**src/design/csf_pkg.sv**
```systemverilog
`timescale 1ns / 1ps
// ----------------------------------------------------------------------------
// csf_pkg
// Shared types, widths and constants of the class-shape surface fit error unit.
// ----------------------------------------------------------------------------
package csf_pkg;

    // Q16 magnitudes (0 .. 1.0 inclusive) and the field widths
    localparam int Q_W        = 17;
    localparam int H_W        = 16;
    localparam int SUM_W      = 48;
    localparam int CFG_IDX_W  = 4;
    localparam int CFG_DATA_W = 64;
    localparam int LO13_W     = 48;

    // shared multiply-add unit: signed A x signed B + C
    localparam int ACC_W  = 36;
    localparam int MB_W   = 18;
    localparam int P_W    = ACC_W + MB_W;

    // weight times binomial coefficient
    localparam int COEF_W = 6;
    localparam int WC_W   = H_W + COEF_W + 1;
    localparam int WIDX_W = 3;

    // root unit working width
    localparam int SQ_W   = 34;

    localparam logic [Q_W-1:0]   ONE_Q16   = 17'h10000;
    localparam logic [P_W-1:0]   RND_Q16   = P_W'(32768);
    localparam logic [SUM_W-1:0] SUM_MAX   = '1;
    localparam logic signed [H_W-1:0] H_MAX = 16'sh7FFF;
    localparam logic signed [H_W-1:0] H_MIN = 16'sh8000;

    // configuration register indexes
    localparam logic [CFG_IDX_W-1:0] CFG_UP03 = 4'd0;
    localparam logic [CFG_IDX_W-1:0] CFG_UP47 = 4'd1;
    localparam logic [CFG_IDX_W-1:0] CFG_LO13 = 4'd2;
    localparam logic [CFG_IDX_W-1:0] CFG_LO47 = 4'd3;

    typedef enum logic [3:0] {
        ST_IDLE,
        ST_POW,
        ST_BASM,
        ST_BASW,
        ST_ENV,
        ST_PROD,
        ST_ROUND,
        ST_SQ,
        ST_DONE
    } t_state;

    // binomial coefficient C(n,k) by Pascal rows, for elaboration-time tables
    function automatic int unsigned binom(int unsigned n, int unsigned k);
        int unsigned row [9];
        for (int j = 0; j < 9; j++) begin
            row[j] = (j == 0) ? 1 : 0;
        end
        for (int r = 1; r <= 8; r++) begin
            if (r <= n) begin
                for (int j = 8; j >= 1; j--) begin
                    if (j <= r) begin
                        row[j] = row[j] + row[j-1];
                    end
                end
            end
        end
        return (k <= 8) ? row[k] : 0;
    endfunction

endpackage

```
**src/design/csf_if.sv**
```systemverilog
`timescale 1ns / 1ps
// ----------------------------------------------------------------------------
// csf_if
// Handshake channels of the surface fit unit: sample points, results and
// configuration writes.
// ----------------------------------------------------------------------------
interface csf_pt_if import csf_pkg::*; ();
    logic                  valid;
    logic                  ready;
    logic [Q_W-1:0]        chord_pos;
    logic signed [H_W-1:0] target_height;
    logic                  on_lower;
    logic                  last_point;

    modport source (output valid, chord_pos, target_height, on_lower, last_point,
                    input ready);
    modport sink   (input valid, chord_pos, target_height, on_lower, last_point,
                    output ready);
endinterface

interface csf_res_if import csf_pkg::*; ();
    logic                  valid;
    logic                  ready;
    logic signed [H_W-1:0] surface_height;
    logic [SUM_W-1:0]      error_sum;
    logic                  sum_final;

    modport source (output valid, surface_height, error_sum, sum_final, input ready);
    modport sink   (input valid, surface_height, error_sum, sum_final, output ready);
endinterface

interface csf_cfg_if import csf_pkg::*; ();
    logic                  valid;
    logic                  ready;
    logic [CFG_IDX_W-1:0]  index;
    logic [CFG_DATA_W-1:0] data;

    modport source (output valid, index, data, input ready);
    modport sink   (input valid, index, data, output ready);
endinterface

```
**src/design/cst_surface_fit_error_unit.sv**
```systemverilog
`timescale 1ns / 1ps
// ----------------------------------------------------------------------------
// cst_surface_fit_error_unit
// Evaluates the class-shape airfoil surface at each sample point and keeps a
// running saturated sum of squared errors against the measured height.
//
//  channel  | dir | beat contents
//  ---------+-----+--------------------------------------------------------
//  i_pt     | in  | chord_pos, target_height, on_lower, last_point
//  o_res    | out | surface_height, error_sum, sum_final
//  i_cfg    | in  | index, data (weight registers 0..3, others ignored)
//
//  One point: 2*(NUM_TERMS-1) power steps, 2*NUM_TERMS basis steps, envelope,
//  product, rounding, square, then the result is loaded and the unit returns to
//  idle.
//  The root unit runs beside them; it holds the envelope step below five terms.
//  Reset clears weights, error sum and control; no clearing pass. The next point is
//  taken while a result waits; the last step stalls only while that register is full.
// ----------------------------------------------------------------------------
module cst_surface_fit_error_unit import csf_pkg::*; #(
    parameter int NUM_TERMS = 8
) (
    input  logic     i_clk,
    input  logic     i_rst_n,
    csf_pt_if.sink   i_pt,
    csf_res_if.source o_res,
    csf_cfg_if.sink  i_cfg
);

    localparam int IDX_W = $clog2(NUM_TERMS);
    localparam logic [IDX_W-1:0] N_LAST = IDX_W'(NUM_TERMS - 1);

    t_state r_state;
    t_state n_state;

    logic [IDX_W-1:0]        r_idx;
    logic                    r_ph;
    logic [Q_W-1:0]          r_x;
    logic [Q_W-1:0]          r_omx;
    logic signed [H_W-1:0]   r_target;
    logic                    r_lower;
    logic                    r_last;
    logic [Q_W-1:0]          r_px [NUM_TERMS];
    logic [Q_W-1:0]          r_qx [NUM_TERMS];
    logic [Q_W-1:0]          r_m;
    logic signed [WC_W-1:0]  r_wc;
    logic signed [ACC_W-1:0] r_acc;
    logic [Q_W-1:0]          r_env;
    logic signed [P_W-1:0]   r_prod;
    logic signed [H_W-1:0]   r_height;
    logic [31:0]             r_sq;
    logic [SUM_W-1:0]        r_accum;

    logic [CFG_DATA_W-1:0]   r_up03;
    logic [CFG_DATA_W-1:0]   r_up47;
    logic [LO13_W-1:0]       r_lo13;
    logic [CFG_DATA_W-1:0]   r_lo47;

    logic                    r_out_valid;
    logic signed [H_W-1:0]   r_out_height;
    logic [SUM_W-1:0]        r_out_sum;
    logic                    r_out_final;

    logic                    accept;
    logic                    load_out;
    logic [Q_W-1:0]          x_clamp;
    logic [Q_W-1:0]          sqrt_root;
    logic                    sqrt_done;

    logic [COEF_W-1:0]       coef_tab [NUM_TERMS];
    logic [WIDX_W-1:0]       widx;
    logic signed [H_W-1:0]   w_up0;
    logic signed [H_W-1:0]   w_sel;
    logic signed [WC_W-1:0]  wc;
    logic [IDX_W-1:0]        idx_prev;
    logic [IDX_W-1:0]        idx_mirror;

    logic signed [ACC_W-1:0] mac_a;
    logic signed [MB_W-1:0]  mac_b;
    logic signed [P_W-1:0]   mac_c;
    logic signed [P_W-1:0]   mac_sum;
    logic [Q_W-1:0]          mac_rnd;

    logic                    prod_neg;
    logic [P_W-1:0]          prod_mag;
    logic [P_W:0]            mag_rnd;
    logic [P_W-32:0]         mag_hi;
    logic signed [H_W-1:0]   height;
    logic signed [Q_W-1:0]   diff;
    logic [SUM_W:0]          sum_wide;
    logic [SUM_W-1:0]        sum_sat;

    // binomial coefficients of the chosen order
    for (genvar g = 0; g < NUM_TERMS; g++) begin : g_coef
        assign coef_tab[g] = COEF_W'(binom(NUM_TERMS - 1, g));
    end

    // clamp chord position to 1.0
    assign x_clamp = (i_pt.chord_pos > ONE_Q16) ? ONE_Q16 : i_pt.chord_pos;

    assign accept     = i_pt.valid && (r_state == ST_IDLE);
    assign i_pt.ready = (r_state == ST_IDLE);
    assign i_cfg.ready = 1'b1;

    // configuration writes
    always_ff @(posedge i_clk) begin
        if (!i_rst_n) begin
            r_up03 <= '0;
            r_up47 <= '0;
            r_lo13 <= '0;
            r_lo47 <= '0;
        end else if (i_cfg.valid) begin
            unique case (i_cfg.index)
                CFG_UP03: r_up03 <= i_cfg.data;
                CFG_UP47: r_up47 <= i_cfg.data;
                CFG_LO13: r_lo13 <= i_cfg.data[LO13_W-1:0];
                CFG_LO47: r_lo47 <= i_cfg.data;
                default: ;
            endcase
        end
    end

    // weight of the current term, lower first weight is the saturated negation
    assign widx  = WIDX_W'(r_idx);
    assign w_up0 = $signed(r_up03[15:0]);

    always_comb begin
        unique case (widx)
            3'd0: w_sel = !r_lower ? w_up0 : ((w_up0 == H_MIN) ? H_MAX : -w_up0);
            3'd1: w_sel = $signed(r_lower ? r_lo13[15:0]  : r_up03[31:16]);
            3'd2: w_sel = $signed(r_lower ? r_lo13[31:16] : r_up03[47:32]);
            3'd3: w_sel = $signed(r_lower ? r_lo13[47:32] : r_up03[63:48]);
            3'd4: w_sel = $signed(r_lower ? r_lo47[15:0]  : r_up47[15:0]);
            3'd5: w_sel = $signed(r_lower ? r_lo47[31:16] : r_up47[31:16]);
            3'd6: w_sel = $signed(r_lower ? r_lo47[47:32] : r_up47[47:32]);
            3'd7: w_sel = $signed(r_lower ? r_lo47[63:48] : r_up47[63:48]);
            default: w_sel = '0;
        endcase
    end

    assign wc         = w_sel * $signed({1'b0, coef_tab[r_idx]});
    assign idx_prev   = r_idx - IDX_W'(1);
    assign idx_mirror = N_LAST - r_idx;

    // operand selection for the shared unit
    always_comb begin
        mac_a = '0;
        mac_b = '0;
        mac_c = '0;
        unique case (r_state)
            ST_POW: begin
                mac_a = ACC_W'(r_ph ? r_qx[idx_prev] : r_px[idx_prev]);
                mac_b = MB_W'(r_ph ? r_omx : r_x);
                mac_c = RND_Q16;
            end
            ST_BASM: begin
                mac_a = ACC_W'(r_px[r_idx]);
                mac_b = MB_W'(r_qx[idx_mirror]);
                mac_c = RND_Q16;
            end
            ST_BASW: begin
                mac_a = ACC_W'(r_wc);
                mac_b = MB_W'(r_m);
                mac_c = P_W'(r_acc);
            end
            ST_ENV: begin
                mac_a = ACC_W'(sqrt_root);
                mac_b = MB_W'(r_omx);
                mac_c = RND_Q16;
            end
            ST_PROD: begin
                mac_a = r_acc;
                mac_b = MB_W'(r_env);
            end
            ST_SQ: begin
                mac_a = ACC_W'(diff);
                mac_b = MB_W'(diff);
            end
            ST_IDLE, ST_ROUND, ST_DONE: ;
            default: ;
        endcase
    end

    csf_mac u_mac (
        .i_a   (mac_a),
        .i_b   (mac_b),
        .i_c   (mac_c),
        .o_sum (mac_sum)
    );

    assign mac_rnd = mac_sum[Q_W+15:16];

    csf_sqrt u_sqrt (
        .i_clk   (i_clk),
        .i_rst_n (i_rst_n),
        .i_start (accept),
        .i_x     (x_clamp),
        .o_root  (sqrt_root),
        .o_done  (sqrt_done)
    );

    // height: round half away from zero, then saturate
    assign prod_neg = r_prod[P_W-1];
    assign prod_mag = prod_neg ? (~r_prod + P_W'(1)) : r_prod;
    assign mag_rnd  = {1'b0, prod_mag} + (P_W+1)'(64'h8000_0000);
    assign mag_hi   = mag_rnd[P_W:32];

    always_comb begin
        if (prod_neg) begin
            height = (mag_hi > (P_W-31)'(32768)) ? H_MIN : -$signed(mag_hi[H_W-1:0]);
        end else begin
            height = (mag_hi > (P_W-31)'(32767)) ? H_MAX : $signed(mag_hi[H_W-1:0]);
        end
    end

    assign diff     = Q_W'(r_height) - Q_W'(r_target);
    assign sum_wide = {1'b0, r_accum} + (SUM_W+1)'(r_sq);
    assign sum_sat  = sum_wide[SUM_W] ? SUM_MAX : sum_wide[SUM_W-1:0];

    // sequencer: next state
    always_comb begin
        n_state  = r_state;
        load_out = 1'b0;
        unique case (r_state)
            ST_IDLE:  if (accept) n_state = ST_POW;
            ST_POW:   if (r_ph && (r_idx == N_LAST)) n_state = ST_BASM;
            ST_BASM:  n_state = ST_BASW;
            ST_BASW:  n_state = (r_idx == N_LAST) ? ST_ENV : ST_BASM;
            ST_ENV:   if (sqrt_done) n_state = ST_PROD;
            ST_PROD:  n_state = ST_ROUND;
            ST_ROUND: n_state = ST_SQ;
            ST_SQ:    n_state = ST_DONE;
            ST_DONE: begin
                if (!r_out_valid || o_res.ready) begin
                    load_out = 1'b1;
                    n_state  = ST_IDLE;
                end
            end
            default:  n_state = ST_IDLE;
        endcase
    end

    always_ff @(posedge i_clk) begin
        if (!i_rst_n) begin
            r_state <= ST_IDLE;
        end else begin
            r_state <= n_state;
        end
    end

    // step counters
    always_ff @(posedge i_clk) begin
        if (!i_rst_n) begin
            r_idx <= '0;
            r_ph  <= 1'b0;
        end else begin
            unique case (r_state)
                ST_IDLE: begin
                    r_idx <= IDX_W'(1);
                    r_ph  <= 1'b0;
                end
                ST_POW: begin
                    r_ph <= !r_ph;
                    if (r_ph) begin
                        r_idx <= (r_idx == N_LAST) ? '0 : r_idx + IDX_W'(1);
                    end
                end
                ST_BASW: begin
                    if (r_idx != N_LAST) begin
                        r_idx <= r_idx + IDX_W'(1);
                    end
                end
                ST_BASM, ST_ENV, ST_PROD, ST_ROUND, ST_SQ, ST_DONE: ;
                default: ;
            endcase
        end
    end

    // datapath registers
    always_ff @(posedge i_clk) begin
        unique case (r_state)
            ST_IDLE: begin
                if (accept) begin
                    r_x      <= x_clamp;
                    r_omx    <= ONE_Q16 - x_clamp;
                    r_target <= i_pt.target_height;
                    r_lower  <= i_pt.on_lower;
                    r_last   <= i_pt.last_point;
                    r_px[0]  <= ONE_Q16;
                    r_qx[0]  <= ONE_Q16;
                    r_acc    <= '0;
                end
            end
            ST_POW: begin
                if (r_ph) begin
                    r_qx[r_idx] <= mac_rnd;
                end else begin
                    r_px[r_idx] <= mac_rnd;
                end
            end
            ST_BASM: begin
                r_m  <= mac_rnd;
                r_wc <= wc;
            end
            ST_BASW:  r_acc    <= mac_sum[ACC_W-1:0];
            ST_ENV:   r_env    <= mac_rnd;
            ST_PROD:  r_prod   <= mac_sum;
            ST_ROUND: r_height <= height;
            ST_SQ:    r_sq     <= mac_sum[31:0];
            ST_DONE: ;
            default: ;
        endcase
    end

    // error sum: add this point, clear after the last point of an evaluation
    always_ff @(posedge i_clk) begin
        if (!i_rst_n) begin
            r_accum <= '0;
        end else if (load_out) begin
            r_accum <= r_last ? '0 : sum_sat;
        end
    end

    // output register: hold the beat until taken
    always_ff @(posedge i_clk) begin
        if (!i_rst_n) begin
            r_out_valid <= 1'b0;
        end else if (load_out) begin
            r_out_valid <= 1'b1;
        end else if (o_res.ready) begin
            r_out_valid <= 1'b0;
        end
    end

    always_ff @(posedge i_clk) begin
        if (load_out) begin
            r_out_height <= r_height;
            r_out_sum    <= sum_sat;
            r_out_final  <= r_last;
        end
    end

    assign o_res.valid          = r_out_valid;
    assign o_res.surface_height = r_out_height;
    assign o_res.error_sum      = r_out_sum;
    assign o_res.sum_final      = r_out_final;

    // checks
    a_accept_starts_powers: assert property (@(posedge i_clk) disable iff (!i_rst_n)
        accept |=> (r_state == ST_POW) && (r_idx == IDX_W'(1)) && !r_ph)
        else $error("accepted point did not start the power steps");

    a_root_ready_for_prod: assert property (@(posedge i_clk) disable iff (!i_rst_n)
        (r_state == ST_PROD) |-> $past(sqrt_done))
        else $error("height product taken before the root was ready");

    a_root_idle_on_accept: assert property (@(posedge i_clk) disable iff (!i_rst_n)
        accept |-> sqrt_done)
        else $error("root unit still busy when a new point arrived");

    a_pow_index_range: assert property (@(posedge i_clk) disable iff (!i_rst_n)
        (r_state == ST_POW) |-> (r_idx != '0) && (r_idx <= N_LAST))
        else $error("power step index out of range");

    a_sum_clears_after_last: assert property (@(posedge i_clk) disable iff (!i_rst_n)
        (load_out && r_last) |=> (r_accum == '0) && o_res.valid && o_res.sum_final)
        else $error("error sum not cleared after the last point");

endmodule

```
**src/design/csf_mac.sv**
```systemverilog
`timescale 1ns / 1ps
// ----------------------------------------------------------------------------
// csf_mac
// Shared signed multiply-add unit: every product of the sequencer but the weight-coefficient one goes here.
// ----------------------------------------------------------------------------
module csf_mac import csf_pkg::*; (
    input  logic signed [ACC_W-1:0] i_a,
    input  logic signed [MB_W-1:0]  i_b,
    input  logic signed [P_W-1:0]   i_c,
    output logic signed [P_W-1:0]   o_sum
);

    // multiply in full product width, then add the rounding term or accumulator
    assign o_sum = i_a * i_b + i_c;

endmodule

```
**src/design/csf_sqrt.sv**
```systemverilog
`timescale 1ns / 1ps
// ----------------------------------------------------------------------------
// csf_sqrt
// Digit-by-digit integer square root of x * 2^16, one root bit per cycle.
// ----------------------------------------------------------------------------
module csf_sqrt import csf_pkg::*; (
    input  logic           i_clk,
    input  logic           i_rst_n,
    input  logic           i_start,
    input  logic [Q_W-1:0] i_x,
    output logic [Q_W-1:0] o_root,
    output logic           o_done
);

    localparam logic [SQ_W-1:0] BIT_FIRST = SQ_W'(64'h1_0000_0000);

    logic            r_busy;
    logic [SQ_W-1:0] r_v;
    logic [SQ_W-1:0] r_r;
    logic [SQ_W-1:0] r_bit;
    logic [SQ_W-1:0] trial;
    logic            fits;

    assign trial = r_r + r_bit;
    assign fits  = (r_v >= trial);

    // run state
    always_ff @(posedge i_clk) begin
        if (!i_rst_n) begin
            r_busy <= 1'b0;
        end else if (i_start) begin
            r_busy <= 1'b1;
        end else if (r_busy && r_bit[0]) begin
            r_busy <= 1'b0;
        end
    end

    // load the radicand, then take one digit a cycle
    always_ff @(posedge i_clk) begin
        if (i_start) begin
            r_v   <= SQ_W'({i_x, 16'h0000});
            r_r   <= '0;
            r_bit <= BIT_FIRST;
        end else if (r_busy) begin
            if (fits) begin
                r_v <= r_v - trial;
                r_r <= (r_r >> 1) + r_bit;
            end else begin
                r_r <= r_r >> 1;
            end
            r_bit <= r_bit >> 2;
        end
    end

    assign o_root = r_r[Q_W-1:0];
    assign o_done = !r_busy;

endmodule

```
**src/flat_wrapper.sv**
```systemverilog
// flat-port wrapper written by rule: the top's interface ports become plain ports
module cst_surface_fit_error_unit_flat import csf_pkg::*;
#(
    parameter int NUM_TERMS = 8
)
  (i_clk, i_rst_n, i_pt_valid, i_pt_chord_pos, i_pt_target_height, i_pt_on_lower, i_pt_last_point, i_pt_ready, o_res_valid, o_res_surface_height, o_res_error_sum, o_res_sum_final, o_res_ready, i_cfg_valid, i_cfg_index, i_cfg_data, i_cfg_ready);
  csf_pt_if i_pt_i ();
  csf_res_if o_res_i ();
  csf_cfg_if i_cfg_i ();
  input  logic i_clk;
  input  logic i_rst_n;
  input wire logic [$bits(i_pt_i.valid)-1:0] i_pt_valid;
  input wire logic [$bits(i_pt_i.chord_pos)-1:0] i_pt_chord_pos;
  input wire logic [$bits(i_pt_i.target_height)-1:0] i_pt_target_height;
  input wire logic [$bits(i_pt_i.on_lower)-1:0] i_pt_on_lower;
  input wire logic [$bits(i_pt_i.last_point)-1:0] i_pt_last_point;
  output wire logic [$bits(i_pt_i.ready)-1:0] i_pt_ready;
  output wire logic [$bits(o_res_i.valid)-1:0] o_res_valid;
  output wire logic [$bits(o_res_i.surface_height)-1:0] o_res_surface_height;
  output wire logic [$bits(o_res_i.error_sum)-1:0] o_res_error_sum;
  output wire logic [$bits(o_res_i.sum_final)-1:0] o_res_sum_final;
  input wire logic [$bits(o_res_i.ready)-1:0] o_res_ready;
  input wire logic [$bits(i_cfg_i.valid)-1:0] i_cfg_valid;
  input wire logic [$bits(i_cfg_i.index)-1:0] i_cfg_index;
  input wire logic [$bits(i_cfg_i.data)-1:0] i_cfg_data;
  output wire logic [$bits(i_cfg_i.ready)-1:0] i_cfg_ready;
  assign i_pt_i.valid = i_pt_valid;
  assign i_pt_i.chord_pos = i_pt_chord_pos;
  assign i_pt_i.target_height = i_pt_target_height;
  assign i_pt_i.on_lower = i_pt_on_lower;
  assign i_pt_i.last_point = i_pt_last_point;
  assign i_pt_ready = i_pt_i.ready;
  assign o_res_valid = o_res_i.valid;
  assign o_res_surface_height = o_res_i.surface_height;
  assign o_res_error_sum = o_res_i.error_sum;
  assign o_res_sum_final = o_res_i.sum_final;
  assign o_res_i.ready = o_res_ready;
  assign i_cfg_i.valid = i_cfg_valid;
  assign i_cfg_i.index = i_cfg_index;
  assign i_cfg_i.data = i_cfg_data;
  assign i_cfg_ready = i_cfg_i.ready;
  cst_surface_fit_error_unit #(.NUM_TERMS(NUM_TERMS)) u_core (.i_clk(i_clk), .i_rst_n(i_rst_n), .i_pt(i_pt_i), .o_res(o_res_i), .i_cfg(i_cfg_i));
endmodule
```
**config.mk**
```make
export PLATFORM = sky130hd
export DESIGN_NAME = cst_surface_fit_error_unit_flat
export DESIGN_NICKNAME = d
export VERILOG_FILES = /design/src/design/csf_pkg.sv /design/src/design/csf_if.sv /design/src/design/cst_surface_fit_error_unit.sv /design/src/design/csf_mac.sv /design/src/design/csf_sqrt.sv /design/src/flat_wrapper.sv
export SDC_FILE = /design/constraint.sdc
export NUM_CORES = 2
export LEC_CHECK = 0
export BUFFER_PORTS_ARGS = -buffer_cell sky130_fd_sc_hd__buf_2
export CORE_ASPECT_RATIO = 0.6
export CORE_UTILIZATION = 35
export CTS_CLUSTER_SIZE = 25
export DETAILED_ROUTE_END_ITERATION = 8
export GPL_TIMING_DRIVEN = 0
export SLEW_MARGIN = 10
export SYNTH_ARGS = -nofsm -noshare
export SYNTH_HDL_FRONTEND = slang
export SYNTH_HIERARCHICAL = 1
export SYNTH_SLANG_ARGS = --single-unit
```
**constraint.sdc**
```tcl
create_clock -name i_clk -period 20.5 [get_ports i_clk]
set_input_delay 1.025 -clock i_clk [delete_from_list [all_inputs] [get_ports i_clk]]
set_output_delay 1.025 -clock i_clk [all_outputs]
set_load 0.05 [all_outputs]
```
* After elaboration in Yosys (flattened, before gate mapping)
Memory sizes are Yosys's and may differ from the RTL's. A register that Yosys moved wholly into a read port is not among the register bits.
Index checks and enable logic that the tools add are counted.
W data, S select, Z words.
** Word-level totals
- Register bits after elaboration :: 695
- Memory bits (writable) :: 272
- ROM bits :: 48
- Input bits :: 108
- Output and inout bits :: 68
- Word-level logic and storage cells :: 174
- Memories :: 3
** Memory list
- u_core.r_px :: words 8, width 17, rd ports 2, clocked after Yosys merged registers in 1, write ports 1, RTL line cst_surface_fit_error_unit.sv:43 : logic [Q_W-1:0] r_px [NUM_TERMS];
- u_core.r_qx :: words 8, width 17, rd ports 2, clocked after Yosys merged registers in 0, write ports 1, RTL line cst_surface_fit_error_unit.sv:44 : logic [Q_W-1:0] r_qx [NUM_TERMS];
- (name not given) :: words 8, width 6, rd ports 1, clocked after Yosys merged registers in 0, write ports 0, RTL line cst_surface_fit_error_unit.sv:141 : assign wc = w_sel * $signed({1'b0, coef_tab[r_idx]});
** Cells by class
- Add/sub/neg operators :: 14
- Multipliers :: 2
- $lt $le $gt $ge :: 5
- Eq/ne operators :: 26
- Mux-type cells :: 64
- Bitwise gates (word level) :: 2
- Reduce and logical (&&, ||, !) cells :: 29
** Operator list (number)
- $pmux W36 S6 :: 1
- $mux W16 :: 12
- $pmux W16 S8 :: 1
- $pmux W18 S6 :: 1
- $pmux W54 S2 :: 1
- $mux W33 :: 3
- $mux W48 :: 2
- $mux W17 :: 5
- $pmux W36 S2 :: 1
- $add A54 B32 Y55 const B :: 1
- $add A54 B2 Y54 const B :: 1
- $add A54 B54 Y54 :: 1
- $mul A36 B18 Y54 :: 1
- $mux W54 :: 1
- $not A54 Y54 :: 1
- $add A48 B32 Y49 :: 1
- $mux W36 :: 1
- $pmux W4 S9 :: 1
- $add A33 B33 Y34 :: 1
- $add A34 B33 Y34 :: 1
- $ge A34 B34 Y1 :: 1
- $mux W34 :: 1
- $reduce_or A17 Y1 :: 2
- $sub A34 B34 Y34 :: 1
- other kinds (40) :: 99

* Longest topological paths before layout
- Word-level depth :: 7
- Gate-level depth with buffers :: 41
- Depth with buffers taken out :: 37

* Modules after synthesis
The synthesis kept the hierarchy.
** Modules (own cells, without submodules)
- cst_surface_fit_error_unit :: times used 1, cells each 3989, area each 44890.6 µm², sequential area each 23512.6 µm²
- csf_mac :: times used 1, cells each 2576, area each 23623.9 µm², sequential area each 0.0 µm²
- csf_sqrt :: times used 1, cells each 894, area each 7265.7 µm², sequential area each 1891.8 µm²

* Least setup slack after synthesis
No wires, ideal clock.
- Path kind :: register to register
- Start point :: reg u_core.r_idx[0]
- End point :: mem u_core.r_qx[0][8], data pin
- Setup time :: 170 ps
- Data arrival time :: 11017 ps
- Data required time :: 20330 ps
- Path slack :: 9314 ps
- Stages on the path, launching flop included :: 35
- Buffers on the path :: 8
- Period minus slack after synthesis :: 11186 ps
- Cell sequence :: dfxtp_1 -> clkbuf_1 -> clkbuf_1 -> buf_1 -> clkbuf_1 -> clkbuf_1 -> inv_1 -> ha_1 -> xor2_1 -> clkbuf_1 -> clkbuf_1 -> mux2i_1 -> o22ai_1 -> nor3b_1 -> o21ai_0 -> nand2b_1 -> fa_1 -> fa_1 -> inv_1 -> fa_1 -> fa_1 -> fa_1 -> fa_1 -> fa_1 -> ha_1 -> buf_4 -> a21oi_2 -> o21a_1 -> o21ai_0 -> o21ai_0 -> a21boi_0 -> o21ai_0 -> nand2_1 -> o311ai_0 -> and3_1
** On the way
- Longest elaborated chain between the ends :: 7
- Elaborated cells between the ends (all ways) :: 10
- Those cells by class :: add/sub (3); mul (1); mux (4); memory (2)
** Ends and longest elaborated chain
- start: declaration :: RTL line cst_surface_fit_error_unit.sv:36 : logic [IDX_W-1:0] r_idx;
- start signal: assignment :: RTL line cst_surface_fit_error_unit.sv:265 : r_idx <= (r_idx == N_LAST) ? '0 : r_idx + IDX_W'(1);
- start signal: assignment :: RTL line cst_surface_fit_error_unit.sv:270 : r_idx <= r_idx + IDX_W'(1);
- $sub A3 B1 Y3 * :: RTL line cst_surface_fit_error_unit.sv:142 : assign idx_prev = r_idx - IDX_W'(1);
- $mem_v2 Z8 W17 (on tied branches)
- $mux W17 * :: RTL line cst_surface_fit_error_unit.sv:152 : mac_a = ACC_W'(r_ph ? r_qx[idx_prev] : r_px[idx_prev]);
- $pmux W36 S6 * :: RTL line cst_surface_fit_error_unit.sv:150 : unique case (r_state)
- net u_core.mac_a[0] :: RTL line cst_surface_fit_error_unit.sv:78 : logic signed [ACC_W-1:0] mac_a;
- $mul A36 B18 Y54 * :: RTL line csf_mac.sv:14 : assign o_sum = i_a * i_b + i_c;
- $add A54 B54 Y54 * :: RTL line csf_mac.sv:14
- net u_core.mac_sum[24] :: RTL line cst_surface_fit_error_unit.sv:81 : logic signed [P_W-1:0] mac_sum;
- $mux W17 (no line) *
- end: declaration :: RTL line cst_surface_fit_error_unit.sv:44
The timed path passes the listed nets; every way through them passes the cells marked *.

* Final worst setup path
- Start point :: reg u_core.r_idx[0]
- End point :: mem u_core.r_qx[6][8], data pin
The elaborated chain is that of the path after synthesis.

==> out/qor.yml <==
outcome:
  status: "finished clean"
sta:
  tns_ns: 0
  final_max_slew_viol_count: 0
  min_period_ns: 16.74
  hold_viol: 0
  post-route-period-util_pct: 81.6
  holdWs_ns: 0.454
  max_freq_mhz: 59.8
  rsz0062_at_grt: "false"
  max_slew.worst_pin.slew_ns: 1.42
  clock-skew-final_ns: 0.0555
  setup_ws_ns: 3.76
  slew_headroom_pct: 5.04
  setup_viol: 0
hold_path:
  worstHoldPathCells: 2
  hold_class: "reg -> reg"
  min_from: "u_core/r_up47[22]"
  hold_end: "u_core/r_up47[22]"
global_routing:
  grt-busiest-layer: "met1"
  grtUsageMet2_pct: 31.7
  grt.total_usage_pct: 26.0
  grt_use_met1_pct: 40.1
  grt_pass1_wl_um: 413000
  first_global_vias: 58000
  grt_overflow: 0
  met3_usage_pct: 13.0
  grt_max_degree: 54
  antenna_found_initial: 26
critical_path:
  end_kind: "register"
  r2r_cells: 37
  crit_type: "reg -> reg"
  cp_slowest_cell: "clkbuf_1"
  cp_top_family: "buffers and inverters"
  required_ns: 21.02
  reg2reg_from: "u_core/r_idx[0]"
  rrSetupSlack_ns: 3.76
  start_kind: "register"
  critPathArrivalTime_ns: 17.26
  critical_path_buf_inv_count: 13
  path_max_fanout: 10
  cp_slowest_stage_delay_ns: 0.95
  worstReg2RegEnd: "u_core/r_qx[6][8]"
yosys:
  synth_cell_type_count: 121
  ys_seq_area_share_pct: 33.5
  synth_top_area_share_pct: 23.8
  synth_nets: 8628
  syn_area_per_cell_sq_um: 10.2
  synthArstFlopShare_pct: 0
  synth_edf_count: 600
  synth_top_area_cell: "edfxtp_1"
  synth_ff_type: "edfxtp_1"
  synth_warnings: 6
  synthCells: 7459
  netlist_area_sq_um: 75800
  synth_area_leaders: "edfxtp_1 (24%), fa_1 (19%), dfxtp_1 (9.7%)"
  ys_ff_latch: 969
drt:
  avgViaCountPerCell: 5.68
  totalWireLength_um: 289000
  vias: 61000
  drc: 0
  drt-pass1-iter-count: 9
  drt_iter0_drc: 8888
  ant_nets: 0
  post_drt_wl_per_cell_um: 26.8
power_and_ir_drop:
  swShare_pct: 44.5
  clkPwrFrac_pct: 22.3
  p_sw_mw: 3.72
  combPwrFrac_pct: 48.5
  seqPwrFrac_pct: 29.2
  p_int_mw: 4.65
  ir_worst_vdd_mv: 0.203
  power_leakage_nw: 34.6
  power.density_nw_per_um2: 99.1
  total_power_mw: 8.38
clock_tree:
  worstSkewPairLatency_ns: 0.76
  cts_max_level: 3
  cts_setup_buffers: 0
  cts_made_buffers: 97
  clockBufferDepth: 3
  clk_pin_slew_ns: 0.06
  cts.sink_count: 969
  cts_hold_buf: 0
  post_cts_resized: 0
  cts_root_buffer: "clkbuf_16"
  cts_tree: "done"
floorplan:
  die_h_um: 362
  rows: 131
  die_area_sq_um: 218000
  die_width_um: 603
  start_util_pct: 35.4
  boundaryPins: 176
  core_area_sq_um: 214000
place:
  dp.cells: 10600
  place_ws_ns: 4.42
  port_buffers: 172
  dp_hpwl_um: 234000
  gp_congestion: 1.02
finish:
  final_common_cell: "nand2_1"
  layout_common_cells: "nand2_1 (1110), inv_1 (830), fa_1 (722)"
  area_growth_pct: 11.6
  layout-drive-gt1-share_pct: 9.76
  fin_nets: 8959
  final_cells: 10800
  fill_cells: 20900
run:
  max_cap_violations: 0
[cell usage after synthesis, types with 42 or more instances]
cell type,number
nand2_1,1110
inv_1,832
fa_1,722
edfxtp_1,600
a21oi_1,467
and2_1,430
dfxtp_1,369
clkbuf_1,340
ha_1,339
nor2_1,320
o21ai_0,175
mux4_2,153
xnor2_1,151
xor2_1,99
mux2i_1,96
nor3_1,79
a21o_1,78
nand3_1,73
a31oi_1,57
and3_1,55
a211oi_1,52
a22o_1,48
nor2b_1,43
nand2b_1,42
[how the worst max path moves through the flow]
stage	start	end	slack, ns	cells after the start
2_1_floorplan	u_core/r_idx[0]	u_core/r_qx[0][8]	9.31	34
3_5_place_dp	u_core/r_idx[0]	u_core/r_qx[2][8]	4.42	37
3_3_place_gp	u_core/r_idx[0]	u_core/r_m[8]	1.35	34
4_1_cts	u_core/r_idx[0]	u_core/r_qx[6][8]	4.31	37
6_report	u_core/r_idx[0]	u_core/r_qx[6][8]	3.76	37
5_1_grt	u_core/r_idx[0]	u_core/r_qx[4][8]	3.46	37
[logic make-up (layout without fill, tap and decap cells)]
| logic type | count (synthesis) | after routing | share of synthesized area [%] |
|---|---|---|---|
| buffers and inverters | 1257 | 1670 | 6.42 |
| AOI/OAI and AO/OA | 1302 | 1302 | 11.5 |
| adders and majority gates | 1061 | 1061 | 24.7 |
| DFF | 969 | 969 | 33.5 |
| muxes | 274 | 274 | 6.19 |
| xor gates and xnor gates | 251 | 251 | 2.91 |
| and+or+nand+nor | 2344 | 2344 | 14.8 |
| other | 1 | 20 | 0.00495 |
[worst register-to-register path, delay by kind of cell, from the launching register on]
family                   cells  cell delay [ns]
buffers and inverters       13             6.85
adder cells (fa/ha/maj)      9             4.48
AO/OA/AOI/OAI                9             3.10
AND/OR/NAND/NOR              5             0.93
XOR/XNOR                     1             0.82
flip-flops                   1             0.36
[cell type report]
class | instances | area [sq um] | share of cell area, %
multi-input cells | 5233 | 45800 | 54.2
flip-flops and latches | 969 | 25400 | 30.0
well taps | 2859 | 3580 | 4.23
inverters | 838 | 3150 | 3.72
clock buffers | 119 | 2540 | 3.01
plain buffers | 419 | 1730 | 2.05
repair buffers | 232 | 1590 | 1.87
clock inverters | 62 | 727 | 0.860
diodes | 19 | 47.5 | 0.0562
[power by group through the flow]
stage | combinational (mW) | sequential (mW) | clock, mW
after global placement | 3.56 | 2.49 | 0
after global routing | 4.24 | 2.45 | 1.98
after detailed placement | 3.82 | 2.48 | 0
final | 4.06 | 2.45 | 1.87
after CTS | 3.86 | 2.44 | 1.90
after floorplan | 2.08 | 2.44 | 0
[routing by layer]
metal	vias to the layer above	wire length, um
met5	-	138
met4	20	4530
met3	327	49600
met2	3938	103000
met1	30700	132000
li1	26100	-
[metrics by stage]
stage          utilization (%)  area (sq um)
2_1_floorplan                -         75800
3_3_place_gp              37.5         80200
3_5_place_dp              38.0         81200
4_1_cts                   39.5         84500
5_1_grt                   39.5         84500
6_report                  39.5         84600
[flip-flops by register name, indices dropped and copies added, names as in the netlist, 17 cells and up, named ones only]
| name | cells |
|---|---|
| u_core/r_up03 | 64 |
| u_core/r_px | 136 |
| u_core/u_sqrt/r_bit | 17 |
| u_core/u_sqrt/r_v | 34 |
| u_core/r_accum | 48 |
| u_core/r_m | 17 |
| u_core/r_wc | 23 |
| u_core/r_lo47 | 64 |
| u_core/r_sq | 32 |
| u_core/u_sqrt/r_r | 34 |
| u_core/r_x | 17 |
| u_core/r_lo13 | 48 |
| u_core/r_prod | 54 |
| u_core/o_res.error_sum | 48 |
| u_core/r_env | 17 |
| u_core/r_up47 | 64 |
| u_core/r_acc | 36 |
| u_core/r_qx | 136 |
(Power assumes the default switching activity.)
